**src/rtl/core/bpc_pkg.sv**
```systemverilog
// bpc_pkg: opcodes, field widths and timing constants for the beeper
// pattern controller. No dependencies.
package bpc_pkg;

  localparam int unsigned OP_W    = 3;
  localparam int unsigned DUR_W   = 17;
  localparam int unsigned PER_W   = 18;
  localparam int unsigned LIMIT_W = 16;

  typedef logic [OP_W-1:0]    opcode_t;
  typedef logic [DUR_W-1:0]   dur_t;
  typedef logic [PER_W-1:0]   period_t;
  typedef logic [LIMIT_W-1:0] limit_t;

  localparam opcode_t OP_TICK  = 3'd0;
  localparam opcode_t OP_ON    = 3'd1;
  localparam opcode_t OP_OFF   = 3'd2;
  localparam opcode_t OP_ONE   = 3'd3;
  localparam opcode_t OP_TIMER = 3'd4;
  localparam opcode_t OP_REP   = 3'd5;

  localparam dur_t    ONE_SHOT_MS = 17'd200;
  localparam dur_t    DUR_MIN     = 17'd20;
  localparam dur_t    DUR_MAX     = 17'd99999;
  localparam period_t START_DELAY = 18'd100;
  localparam dur_t    DEFAULT_ON  = 17'd500;
  localparam dur_t    DEFAULT_OFF = 17'd2000;

endpackage

```
**src/rtl/core/beeper_pattern_controller.sv**
```systemverilog
// beeper_pattern_controller: state update for steady, one-shot and periodic
// beeper patterns, one request per cycle while in_stall is low. Depends on bpc_pkg.
//
// Usage:
//   Input channel (in_*): each request is a 1 ms tick or a command (on, off,
//   one-shot, timer, rep) with durations and a repeat limit. A request is
//   taken on a rising edge with in_valid high and in_stall low.
//   Result channel (out_*): one result per request with the speaker level,
//   whether the periodic pattern runs, and an accept/reject status.
//   Latency: the result is valid the cycle after its request is taken; the
//   state update and result register are written at that same edge.
//   Throughput: one request per cycle, set by the single result register;
//   in_stall rises only while a result is held and out_stall is high.
//   Stall: a held result stays put and unchanged until taken; a new request
//   is taken in the same cycle the held result leaves.
//   Reset (rst_n low, synchronous): speaker off, pattern stopped, all counts
//   and stored lengths zero, no result pending.
module beeper_pattern_controller (
  input  logic                    clk,
  input  logic                    rst_n,
  input  logic                    in_valid,
  output logic                    in_stall,
  input  bpc_pkg::opcode_t        in_opcode,
  input  bpc_pkg::dur_t           in_off_time_ms,
  input  bpc_pkg::dur_t           in_on_time_ms,
  input  bpc_pkg::limit_t         in_repeat_limit,
  output logic                    out_valid,
  input  logic                    out_stall,
  output logic                    out_speaker,
  output logic                    out_pattern_active,
  output logic                    out_status
);
  import bpc_pkg::*;

  logic    speaker_r,  speaker_nxt;
  logic    running_r,  running_nxt;
  period_t period_r,   period_nxt;
  dur_t    silence_r,  silence_nxt;
  dur_t    off_len_r,  off_len_nxt;
  dur_t    on_len_r,   on_len_nxt;
  limit_t  limit_r,    limit_nxt;
  limit_t  count_r,    count_nxt;
  logic    out_valid_r;
  logic    status_r,   status_nxt;

  logic    accept;
  logic    dur_ok;
  logic    fire;
  dur_t    sil_ticked;
  dur_t    fire_on, fire_off;
  limit_t  count_inc;

  assign in_stall = out_valid_r & out_stall;
  assign accept   = in_valid & ~in_stall;

  assign dur_ok = (in_off_time_ms >= DUR_MIN) && (in_off_time_ms <= DUR_MAX) &&
                  (in_on_time_ms >= DUR_MIN) && (in_on_time_ms <= DUR_MAX);

  // tick side: off countdown first, then the period counter
  assign sil_ticked = (silence_r != '0) ? silence_r - 1'b1 : silence_r;
  assign fire       = running_r && (period_r <= period_t'(1));
  assign fire_on    = ((on_len_r == '0) || (off_len_r == '0)) ? DEFAULT_ON  : on_len_r;
  assign fire_off   = ((on_len_r == '0) || (off_len_r == '0)) ? DEFAULT_OFF : off_len_r;
  assign count_inc  = count_r + 1'b1;

  always_comb begin
    speaker_nxt = speaker_r;
    running_nxt = running_r;
    period_nxt  = period_r;
    silence_nxt = silence_r;
    off_len_nxt = off_len_r;
    on_len_nxt  = on_len_r;
    limit_nxt   = limit_r;
    count_nxt   = count_r;
    status_nxt  = 1'b0;
    unique case (in_opcode)
      OP_TICK: begin
        silence_nxt = sil_ticked;
        if ((silence_r != '0) && (sil_ticked == '0)) begin
          speaker_nxt = 1'b0;
        end
        if (running_r) begin
          period_nxt = period_r - 1'b1;
        end
        if (fire) begin
          on_len_nxt  = fire_on;
          off_len_nxt = fire_off;
          speaker_nxt = 1'b1;
          if (sil_ticked == '0) begin
            silence_nxt = fire_on;
          end
          period_nxt = {1'b0, fire_off} + {1'b0, fire_on};
          if (limit_r != '0) begin
            count_nxt = count_inc;
            if (count_inc == limit_r) begin
              running_nxt = 1'b0;
              count_nxt   = '0;
            end
          end
        end
      end
      OP_ON: begin
        running_nxt = 1'b0;
        speaker_nxt = 1'b1;
      end
      OP_OFF: begin
        running_nxt = 1'b0;
        speaker_nxt = 1'b0;
      end
      OP_ONE: begin
        running_nxt = 1'b0;
        speaker_nxt = 1'b1;
        if (silence_r == '0) begin
          silence_nxt = ONE_SHOT_MS;
        end
      end
      OP_TIMER, OP_REP: begin
        if (!dur_ok) begin
          status_nxt = 1'b1;
        end else begin
          off_len_nxt = in_off_time_ms;
          on_len_nxt  = in_on_time_ms;
          if (in_opcode == OP_REP) begin
            limit_nxt = in_repeat_limit;
          end
          if (!running_r) begin
            period_nxt  = START_DELAY;
            running_nxt = 1'b1;
          end
        end
      end
      default: begin
        status_nxt = 1'b1;
      end
    endcase
  end

  always_ff @(posedge clk) begin
    if (!rst_n) begin
      speaker_r   <= 1'b0;
      running_r   <= 1'b0;
      period_r    <= '0;
      silence_r   <= '0;
      off_len_r   <= '0;
      on_len_r    <= '0;
      limit_r     <= '0;
      count_r     <= '0;
      out_valid_r <= 1'b0;
      status_r    <= 1'b0;
    end else begin
      if (accept) begin
        speaker_r <= speaker_nxt;
        running_r <= running_nxt;
        period_r  <= period_nxt;
        silence_r <= silence_nxt;
        off_len_r <= off_len_nxt;
        on_len_r  <= on_len_nxt;
        limit_r   <= limit_nxt;
        count_r   <= count_nxt;
        status_r  <= status_nxt;
      end
      if (accept) begin
        out_valid_r <= 1'b1;
      end else if (!out_stall) begin
        out_valid_r <= 1'b0;
      end
    end
  end

  assign out_valid          = out_valid_r;
  assign out_speaker        = speaker_r;
  assign out_pattern_active = running_r;
  assign out_status         = status_r;

endmodule

```
**config.mk**
```make
export PLATFORM = sky130hd
export DESIGN_NAME = beeper_pattern_controller
export DESIGN_NICKNAME = d
export VERILOG_FILES = /design/src/rtl/core/bpc_pkg.sv /design/src/rtl/core/beeper_pattern_controller.sv
export SDC_FILE = /design/constraint.sdc
export NUM_CORES = 1
export LEC_CHECK = 0
export ABC_AREA = 1
export BUFFER_PORTS_ARGS = -buffer_cell sky130_fd_sc_hd__buf_2
export CORE_MARGIN = 2
export CORE_UTILIZATION = 45
export CTS_BUF_LIST = sky130_fd_sc_hd__clkbuf_16
export DETAILED_ROUTE_END_ITERATION = 12
export HOLD_SLACK_MARGIN = 0.03
export PLACE_DENSITY = 0.64
export SLEW_MARGIN = 20
export SYNTH_ARGS = -nofsm -noshare
export SYNTH_HDL_FRONTEND = slang
export SYNTH_SLANG_ARGS = --single-unit
```
**constraint.sdc**
```tcl
create_clock -name clk -period 8.9 [get_ports clk]
set_clock_uncertainty 0.2 [all_clocks]
set_input_delay 0.445 -clock clk [delete_from_list [all_inputs] [get_ports clk]]
set_output_delay 0.445 -clock clk [all_outputs]
set_load 0.1 [all_outputs]
```
==> results of run 1 <==
[registers in the layout, summed over array words and instances (netlist names)]
signal and count:
count_r 16, limit_r 16, off_len_r 17, on_len_r 17, out_pattern_active 1, out_speaker 1
out_status 1, out_valid 1, period_r 18, silence_r 17
[how the worst max path moves through the flow]
stage	slack, ns	endpoint	from	cells past startpoint
after floorplan	5.67	silence_r[10]$_SDFFE_PN0P_	out_valid$_SDFFE_PN0P_	10
after global placement	4.68	off_len_r[0]$_SDFFE_PN0P_	period_r[0]$_SDFFE_PN0P_	13
after detailed placement	4.59	on_len_r[1]$_SDFFE_PN0P_	period_r[0]$_SDFFE_PN0P_	13
after CTS	4.57	on_len_r[10]$_SDFFE_PN0P_	period_r[0]$_SDFFE_PN0P_	13
after global routing	4.06	off_len_r[13]$_SDFFE_PN0P_	period_r[0]$_SDFFE_PN0P_	13
final	4.51	on_len_r[10]$_SDFFE_PN0P_	period_r[0]$_SDFFE_PN0P_	13
[logic make-up (layout without fill, tap and decap cells)]
logic type	Yosys count	after routing	synth area share
muxes	1	1	0.00127
xor gates and xnor gates	29	29	0.0373
and+or+nand+nor	712	712	0.386
buffers and inverters	213	244	0.105
adders and majority gates	22	22	0.0358
AOI/OAI and AO/OA	253	253	0.169
DFF	105	105	0.266
[layer usage]
metal,global-route usage,vias up,share of wire
met3,0.0348,33,0.041
li1,-,4371,-
met5,0,-,0
met2,0.413,175,0.47
met4,0.0729,0,0.020
met1,0.337,3857,0.47
[where the power goes]
part / total (uW) / internal, uW / switching (uW)
logic: 600 / 187 / 412
registers: 509 / 492 / 17.7
clock network: 405 / 216 / 189
[per-stage QoR]
step	std cells	cell area (sq um)
global placement	1575	8290
floorplan	1335	7910
finish	1591	8580
detailed placement	1575	8290
global route	1591	8580
CTS	1591	8580
[critical path: stages (launching register included)]
cell                      delay [ns]
sky130_fd_sc_hd__dfxtp_1        0.34
sky130_fd_sc_hd__inv_1          0.08
sky130_fd_sc_hd__ha_1           0.20
sky130_fd_sc_hd__inv_1          0.07
sky130_fd_sc_hd__nor2_1         0.17
sky130_fd_sc_hd__nand2_1        0.16
sky130_fd_sc_hd__nand2_1        0.10
sky130_fd_sc_hd__nand2_1        0.44
sky130_fd_sc_hd__inv_2          0.65
sky130_fd_sc_hd__nor2_1         0.15
sky130_fd_sc_hd__nor2_1         0.15
sky130_fd_sc_hd__nand3_2        0.59
sky130_fd_sc_hd__inv_2          0.77
sky130_fd_sc_hd__a21oi_1        0.14
[cells in the final DEF, fill, tap and decap left out, types with 2 or more instances in the layout]
cell type | netlist | layout
sky130_fd_sc_hd__o211ai_1 | 6 | 6
sky130_fd_sc_hd__a21oi_1 | 134 | 134
sky130_fd_sc_hd__nor2_4 | 3 | 3
sky130_fd_sc_hd__o21bai_1 | 5 | 5
sky130_fd_sc_hd__o21a_1 | 4 | 4
sky130_fd_sc_hd__or2_2 | 3 | 3
sky130_fd_sc_hd__nor4_1 | 8 | 8
sky130_fd_sc_hd__nand4_1 | 34 | 34
sky130_fd_sc_hd__nor3_4 | 2 | 2
sky130_fd_sc_hd__or2_1 | 2 | 2
sky130_fd_sc_hd__a21o_1 | 4 | 4
sky130_fd_sc_hd__nand3b_1 | 7 | 7
sky130_fd_sc_hd__buf_4 | 0 | 2
sky130_fd_sc_hd__nand3_4 | 2 | 2
sky130_fd_sc_hd__and2_1 | 2 | 2
sky130_fd_sc_hd__dfxtp_1 | 105 | 105
sky130_fd_sc_hd__xor2_1 | 20 | 20
sky130_fd_sc_hd__o21ai_0 | 91 | 91
sky130_fd_sc_hd__nor2_2 | 5 | 5
sky130_fd_sc_hd__clkinv_1 | 1 | 3
sky130_fd_sc_hd__a31oi_1 | 6 | 6
sky130_fd_sc_hd__inv_1 | 159 | 160
sky130_fd_sc_hd__nand2_2 | 3 | 3
sky130_fd_sc_hd__clkbuf_16 | 0 | 9
sky130_fd_sc_hd__nand2_1 | 390 | 390
sky130_fd_sc_hd__nand3_1 | 80 | 80
sky130_fd_sc_hd__xnor3_1 | 3 | 3
sky130_fd_sc_hd__buf_2 | 12 | 60
sky130_fd_sc_hd__ha_1 | 21 | 21
sky130_fd_sc_hd__inv_2 | 6 | 6
sky130_fd_sc_hd__nor3_1 | 20 | 20
sky130_fd_sc_hd__nor2_1 | 148 | 148
sky130_fd_sc_hd__xnor2_1 | 6 | 6
[area by class of cell]
class	instances	area, sq um
timing repair buffer	62	315
tap	225	282
fill	1905	8650
clock buffer	9	225
clock inverter	7	62.6
sequential	105	2100
multi-input combinational	1017	4970
inverter	166	623
==> results.md, run 1 <==
Logic synthesis:
- Each instance of the synthesized netlist takes up on average between 5 and 6 sq um.
- The proportion of synthesized flip-flops having asynchronous set or reset is 0.
- Counting every instance in the synthesized netlist gives about 1,300.
- The commonest cells after synthesis are sky130_fd_sc_hd__nand2_1, sky130_fd_sc_hd__inv_1, sky130_fd_sc_hd__nor2_1.
- The number of nets handed over by synthesis was between 1,000 and 1,500.
- The portion of synthesized cell area occupied by the leading cell type is 0.266.
- The cell area after synthesis is around 8000 sq um.
- The most common flop cell mapped by yosys is sky130_fd_sc_hd__dfxtp_1.
- For this run, the register share of the synthesized area comes to 0.266.
- For this run, the number of Yosys warnings is 0.
- Synthesis instantiated 42 different standard cells from the library.
- The leading cell type by number of instances after synthesis is sky130_fd_sc_hd__nand2_1.
- The flop and latch count out of synthesis is around 110.
- The library cell with the largest summed area after synthesis is sky130_fd_sc_hd__dfxtp_1.
- The synthesized design contains 0 enable-type register cells.
- By area the synthesized netlist is led by sky130_fd_sc_hd__dfxtp_1, sky130_fd_sc_hd__nand2_1, sky130_fd_sc_hd__a21oi_1.

STA:
- The final count of hold timing violations is 0.
- In the finished design, the share of the clock period the worst path needs comes to 0.493.
- The post-layout minimum cycle time is ~4.4 ns.
- The transition at the pin with the smallest max-transition slack is between 0.9 and 1 ns.
- Setup slack on the critical path of the routed design comes to 4.51 ns.
- The sum of negative setup slack is 0 ns.
- Final hold analysis gives a worst-case slack of about 0.15 ns.
- The highest attainable clock frequency is 228 MHz.
- The number of max-slew violations in the final report is 0.
- Setup repair after global routing left no endpoint under its margin.
- The headroom to the max-slew limit is 0.363.
- The final setup violation count is 0.

Clock network:
- The number of clock buffers added by TritonCTS is 9.
- The number of clock sinks is ~110.
- The count of hold buffers inserted by post-cts repair is 0.
- The number of cells upsized or downsized after cts is 0.
- The clock slew seen by the registers of the worst setup and hold paths is about 0.07 ns.
- In this run the deepest clock path goes through 2 buffers.
- The later pin in the worst-skew pair is clocked with a latency of approximately 0.36 ns.
- The number of setup buffers added after CTS is 0.
- The cell at the root of the clock tree is sky130_fd_sc_hd__clkbuf_16.
- The number of H-tree levels is 3.
- The clock tree from TritonCTS is built.

Placed design:
- After legalization and detailed placement, the total HPWL measured 17,000 microns.
- The count of buffers added on input and output ports is ~60.
- At the end of routability-driven placement, the weighted congestion stood at 0.921.
- The pre-CTS setup slack is around 4.6 ns.

GRT:
- The maximum number of pins on one net before global-route repair is 64.
- In the global route stage, overall resource usage came out at 0.250.
- The wire length of the first global-routing pass is approximately 37,000 microns.
- The sum of overflow across all layers after global routing is 0.
- The number of global-route vias before repair is 7,491.
- The number of antenna violations at the first check in global routing is 0.

Power and ir drop:
- The ratio of total power to cell area is between 150 and 200 nW/um^2.
- Total power for the finished layout comes to 1510 uW.
- The largest vdd supply drop is roughly 98 uV.
- The static leakage is ~0.0041 uW.

Worst setup path:
- The class of the most critical setup path is register to register.
- The critical path required time is between 8 and 9 ns.
- Data arrives at the worst endpoint at 4.40 ns.
- The startpoint identified for the worst register-to-register timing path is period_r[0]$_SDFFE_PN0P_.
- Across all register-to-register paths, the minimum setup slack is 4.51 ns.
- The worst setup path is launched from a register.
- The type of destination of the critical path is a register.
- The endpoint identified for the worst register-to-register timing path is on_len_r[10]$_SDFFE_PN0P_.
- The maximum fanout along the worst path is 35.
- For the worst flop-to-flop path, the logic depth is 13.

Final layout:
- Compared with the post-synthesis result, the final layout area differs by 8.58%.
- 0 antenna diodes ended up in the layout.
- The layout net count is between 1,000 and 1,500.
- In the final layout, the share of cells above drive strength 1 is 0.0732.
- The utilization after layout is 0.498.

Min path:
- The worst min-delay path class is input pin to register.
- The terminating pin of the worst hold path is out_valid$_SDFFE_PN0P_.
- The startpoint identified for the worst hold timing path is in_valid.
- The cell depth of the worst hold path is 3.

Drt:
- Summing over every cut layer, the via total after detailed routing is roughly 8,400.
- For this run, design rule violations remaining after detail routing come to 0.
- The aggregate routed wire length is 23,100 microns.
- The initial detailed-routing violation count is 722.
- After detailed routing, the average wire length per cell comes to approximately 14 microns.
- For this run, the detailed router's first-pass iteration total came to 5.
- The number of nets with antenna violations after routing is 0.
- The via density per instance is around 5.3.

Floorplan:
- The floorplan has between 40 and 50 rows.
- The floorplan step set the die height to 137 microns.
- The total core area is between 15,000 and 20,000 sq um.
- The total I/O pin count is 62.
- The die area is 18,600 sq um.
- For this configuration, the core starts out at a cell density of 0.459.
- From left edge to right edge, the die measures between 100 and 150 microns.

Run:
- The tool flagged a number of max-cap violations equal to 0.

Outcome:
- The flow ran to the end, and the final reports show no timing, DRC or antenna violations.
No activity file was read; power rests on OpenSTA's default activity.
==> inputs of run 2 (changes only) <==
Settings changed: ABC_AREA 1 to 0, PLACE_DENSITY 0.64 to 0.67.
Clock period 8.9 ns to 3.86 ns, I/O delays scaled along.
==> run 2 against run 1 <==
The flow now finishes with violations (negative setup slack). Clock power increased by 140%. Sequential share of layout area up 0.094 points. Hold slack worse by 0.088 ns. Via count shrank 12%. Final area down 0.20%. Sequential power increased by 120%. Cell count is 25% lower. Synthesized cell count decreased by 34%. Critical path depth rose by 2. Critical path type unchanged. Critical endpoint is now period_r[14]$_SDFFE_PN0P_.
==> results.md, run 2 <==
Logic synthesis:
- The post-synthesis net count is approximately 960.
- The synthesized design contains 0 enable-type register cells.
- In the post-synthesis netlist, the biggest area contributors are sky130_fd_sc_hd__dfxtp_1, sky130_fd_sc_hd__nand2_1, sky130_fd_sc_hd__o21ai_0.
- In the synthesized netlist the dominant register cell turns out to be sky130_fd_sc_hd__dfxtp_1.
- The cell area after synthesis is slightly below 7000 sq um.
- The number of distinct standard cells referenced by the synthesized netlist is 76.
- The number of instances in the synthesized netlist is between 800 and 900.
- A synthesized cell averages approximately 7.7 sq um.
- The library cell with the largest summed area after synthesis is sky130_fd_sc_hd__dfxtp_1.
- The sequential fraction of the synthesis area is 0.309.
- Synthesis inferred 105 register bits.
- Counting instances in the post-synthesis netlist gives the leading cell types as sky130_fd_sc_hd__dfxtp_1, sky130_fd_sc_hd__nand2_1, sky130_fd_sc_hd__nor2_1.
- The count of yosys warnings during synthesis is 0.
- sky130_fd_sc_hd__dfxtp_1 is the most common cell in the netlist.
- Of all flip-flops after synthesis, the portion carrying an async set or reset was 0.
- The portion of synthesized cell area occupied by the leading cell type is 0.309.

Worst setup path:
- The critical path goes through nor4_1 -> nand4_1 -> nor4_4 -> nor2_4 -> buf_6 -> and2_4 -> ha_4 -> o21a_1 -> o21a_1 -> a21boi_4 -> o2111ai_2 -> a31oi_2 -> or4_4 -> nand4_1 -> a21oi_2.
- At the worst endpoint, the arrival time is 3.97 ns.
- The largest stage delay on the critical path is 0.53 ns.
- The worst flop-to-flop path endpoint is period_r[14]$_SDFFE_PN0P_.
- For the worst flop-to-flop path, the logic depth is 15.
- The type of origin of the critical path is a register.
- At the worst endpoint, the required time is just under 4 ns.
- The cell with the largest stage delay on the worst path is sky130_fd_sc_hd__or4_4.
- Setup slack on the worst reg-to-reg path comes out at -0.08 ns.
- The type of destination of the critical path is a register.
- Of all nets on the critical path, the largest fanout is 6.
- The critical path is of the register to register type.
- The worst flop-to-flop path startpoint is on_len_r[4]$_SDFFE_PN0P_.

Floorplan:
- The die area is 16,100 sq um.
- The die outline height is 127 microns.
- The floorplan row count is 44.
- The floorplan step set the die width to ~130 microns.
- The total core area is around 15,000 sq um.
- The total I/O pin count is slightly above 60.
- For this configuration, the core starts out at a cell density of 0.464.

STA:
- At the pin with the least slew margin, the transition time is about 0.82 ns.
- In the post-route analysis, the smallest setup slack over all paths is -0.0755 ns.
- Of the available clock period, the critical path in the final layout requires 1.02.
- The headroom to the max-slew limit is 0.454.
- Setup repair after global routing could not meet its margin everywhere.
- The final count of hold timing violations was 0.
- The highest attainable clock frequency is ~250 MHz.
- The number of max-slew violations in the final report is 0.
- Setup violations remaining at the end of the flow were counted as 2.
- The post-layout minimum cycle time is 3.94 ns.

Power and ir drop:
- The share of total power dissipated in the clock network is 0.322.
- The switching power share of the total is 0.332.
- The total net switching power is ~1000 uW.
- Across the VDD grid, the largest voltage drop is roughly 320 uV.
- Power spread over the standard cell area amounts to around 350 nW/um^2.
- The total power is slightly above 3000 uW.
- The share of total power dissipated in sequential elements is 0.377.
- For this design the static power due to leakage is 0.00328 uW.
- The internal power is between 2000 and 2500 uW.
- The proportion of power drawn by combinational gates is 0.301.

Final layout:
- The register with the most flip-flops in the final layout is period_r.
- The fraction of final layout cells sized beyond drive strength 1 is 0.190.
- The library cell used most frequently in the layout, excluding fill and tap cells, is sky130_fd_sc_hd__dfxtp_1.
- The final non-filler cell area is 8570 sq um.
- At the end of the flow, the number of nets in the layout was between 1,000 and 1,500.
- The layout overhead on the synthesized area is 26.1%.
- The register with the most flip-flops in the layout has 18 of them.
- Measured on the finished design, the core utilization comes to 0.585.
- In the layout the commonest cells are sky130_fd_sc_hd__dfxtp_1, sky130_fd_sc_hd__nand2_1, sky130_fd_sc_hd__nor2_1.

Clock network:
- In this run, CTS created clock tree buffers numbering 9.
- The clock tree from TritonCTS is built.
- After clock tree synthesis, the clock-pin slew on the worst setup and hold paths is around 0.080 ns.
- The maximum root-to-sink buffer count is 2.
- The number of clock sinks is roughly 110.
- The root buffer cell chosen for the clock tree is sky130_fd_sc_hd__clkbuf_16.
- The number of H-tree levels is 3.
- At the later pin of the worst-skew pair, clock insertion delay measures 0.36 ns.

Drt:
- Dividing the detail-routed via count by the number of cells gives between 6 and 7.
- Wires add up to ~22,000 microns.
- After detailed routing, the number of remaining DRC violations is 0.
- The number of detailed-route iterations in the first pass is 7.
- The number of nets with antenna violations after routing is 0.
- The detailed router finished its first iteration with approximately 840 violations.
- Summing over every cut layer, the via total after detailed routing is about 7,400.
- In the final routed layout, each cell accounts on average for roughly 19 microns.

Placed design:
- The detailed placer's ending HPWL is ~15,000 microns.
- The quantity of I/O buffers inserted on ports is slightly above 60.
- The routability congestion estimate from global placement is between 0.9 and 1.
- Once placement finished, the instance area stood at between 7000 and 8000 sq um.

GRT:
- The number of antenna violations at the first check in global routing came to 1.
- The number of global-route vias before repair was between 6,000 and 7,000.
- The wire length of the first global-routing pass is approximately 35,000 microns.
- The aggregate global-route resource usage is 0.264.
- Entering global routing, the biggest net connects just over 40 pins.
- The total overflow left after global routing is 0.

Outcome:
- The checks that failed: negative setup slack.
- The run finished, with violations left.

Min path:
- The cell depth of the worst hold path is 4.
- The path class of the tightest hold or removal check is input pin to register.
- The worst hold path terminates at out_speaker$_SDFFE_PN0P_.
- The source of the worst hold timing path is in_opcode[1].

Run:
- The number of max-cap violations is 0.
[run 2: cell types whose count changed in the layout (fill, tap and decap cells not counted), sizes merged, moves of 23 or more]
| cell | delta |
|---|---|
| a21oi | -83 |
| inv | -142 |
| nor4 | +23 |
| nand2 | -294 |
| dlygate4sd3 | +53 |
| nor2 | -75 |
| nand3 | -56 |
| buf | +48 |
| o21ai | -23 |
[run 2: metrics by stage]
| step | setup slack, ns | TNS, ns | std cells | hold WS [ns] |
|---|---|---|---|---|
| 5_1_grt | -0.226 | -0.744 | 1190 | 0.103 |
| 3_5_place_dp | 0.0361 | 0 | 1104 | 0.211 |
| 2_1_floorplan | 0.0403 | 0 | 878 | 0.117 |
| 4_1_cts | 0.0236 | 0 | 1173 | 0.0483 |
| 3_3_place_gp | 0.122 | 0 | 1104 | 0.218 |
| 6_report | -0.0755 | -0.115 | 1190 | 0.0622 |
[run 2: worst max-delay path by stage]
stage	endpoint	startpoint	cells past startpoint	slack, ns
after floorplan	period_r[12]$_SDFFE_PN0P_	on_len_r[16]$_SDFFE_PN0P_	17	0.04
after CTS	period_r[12]$_SDFFE_PN0P_	on_len_r[0]$_SDFFE_PN0P_	16	0.02
final	period_r[14]$_SDFFE_PN0P_	on_len_r[4]$_SDFFE_PN0P_	15	-0.08
after detailed placement	period_r[12]$_SDFFE_PN0P_	on_len_r[0]$_SDFFE_PN0P_	16	0.04
after global placement	period_r[12]$_SDFFE_PN0P_	on_len_r[0]$_SDFFE_PN0P_	16	0.12
after global routing	period_r[14]$_SDFFE_PN0P_	on_len_r[4]$_SDFFE_PN0P_	16	-0.23
[run 2: worst max-delay path: cells and delay by family, from the launching register on]
family          cells  cell delay (ns)
compound gates      6             1.02
flops               1             0.34
simple gates        7             1.87
fa+ha+maj           1             0.23
buf+inv             1             0.14
[run 2: cell families (layout without fill, tap and decap cells)]
family	Yosys count	after routing	synth area share
compound gates	253	253	0.255
xor+xnor	37	37	0.0477
fa+ha+maj	22	22	0.0416
buf+inv	74	201	0.0448
flops	105	105	0.309
mux	3	3	0.00460
other cells	0	1	0
simple gates	384	384	0.297
[run 2: timing repair]
item	4_1_cts	5_1_grt
hold endpoints to repair	53	0
endpoints found under the setup margin	0	9
setup buffers	0	16
hold buffers	53	0
gates resized for setup	0	54
[run 2: power by group through the flow]
stage | logic (uW) | registers, uW | clock network, uW
after floorplan | 477 | 1160 | 0
after global placement | 695 | 1160 | 0
after detailed placement | 694 | 1160 | 0
after CTS | 741 | 1130 | 975
after global routing | 975 | 1140 | 1020
final | 909 | 1140 | 974
[run 2: per-layer routing]
layer	part of all wire	global-route usage	wire length, microns
met4	0.035	0.0970	776
met5	0	0	0
met3	0.063	0.0430	1400
met2	0.47	0.429	10500
met1	0.43	0.354	9510
[run 2: layout make-up]
| class | instances | area (sq um) |
|---|---|---|
| antenna | 1 | 2.50 |
| inverter | 22 | 82.6 |
| timing repair buffer | 163 | 1210 |
| tap | 184 | 230 |
| sequential | 105 | 2110 |
| multi-input combinational | 699 | 4630 |
| clock buffer | 9 | 225 |
| fill | 1299 | 6080 |
| clock inverter | 7 | 80.1 |
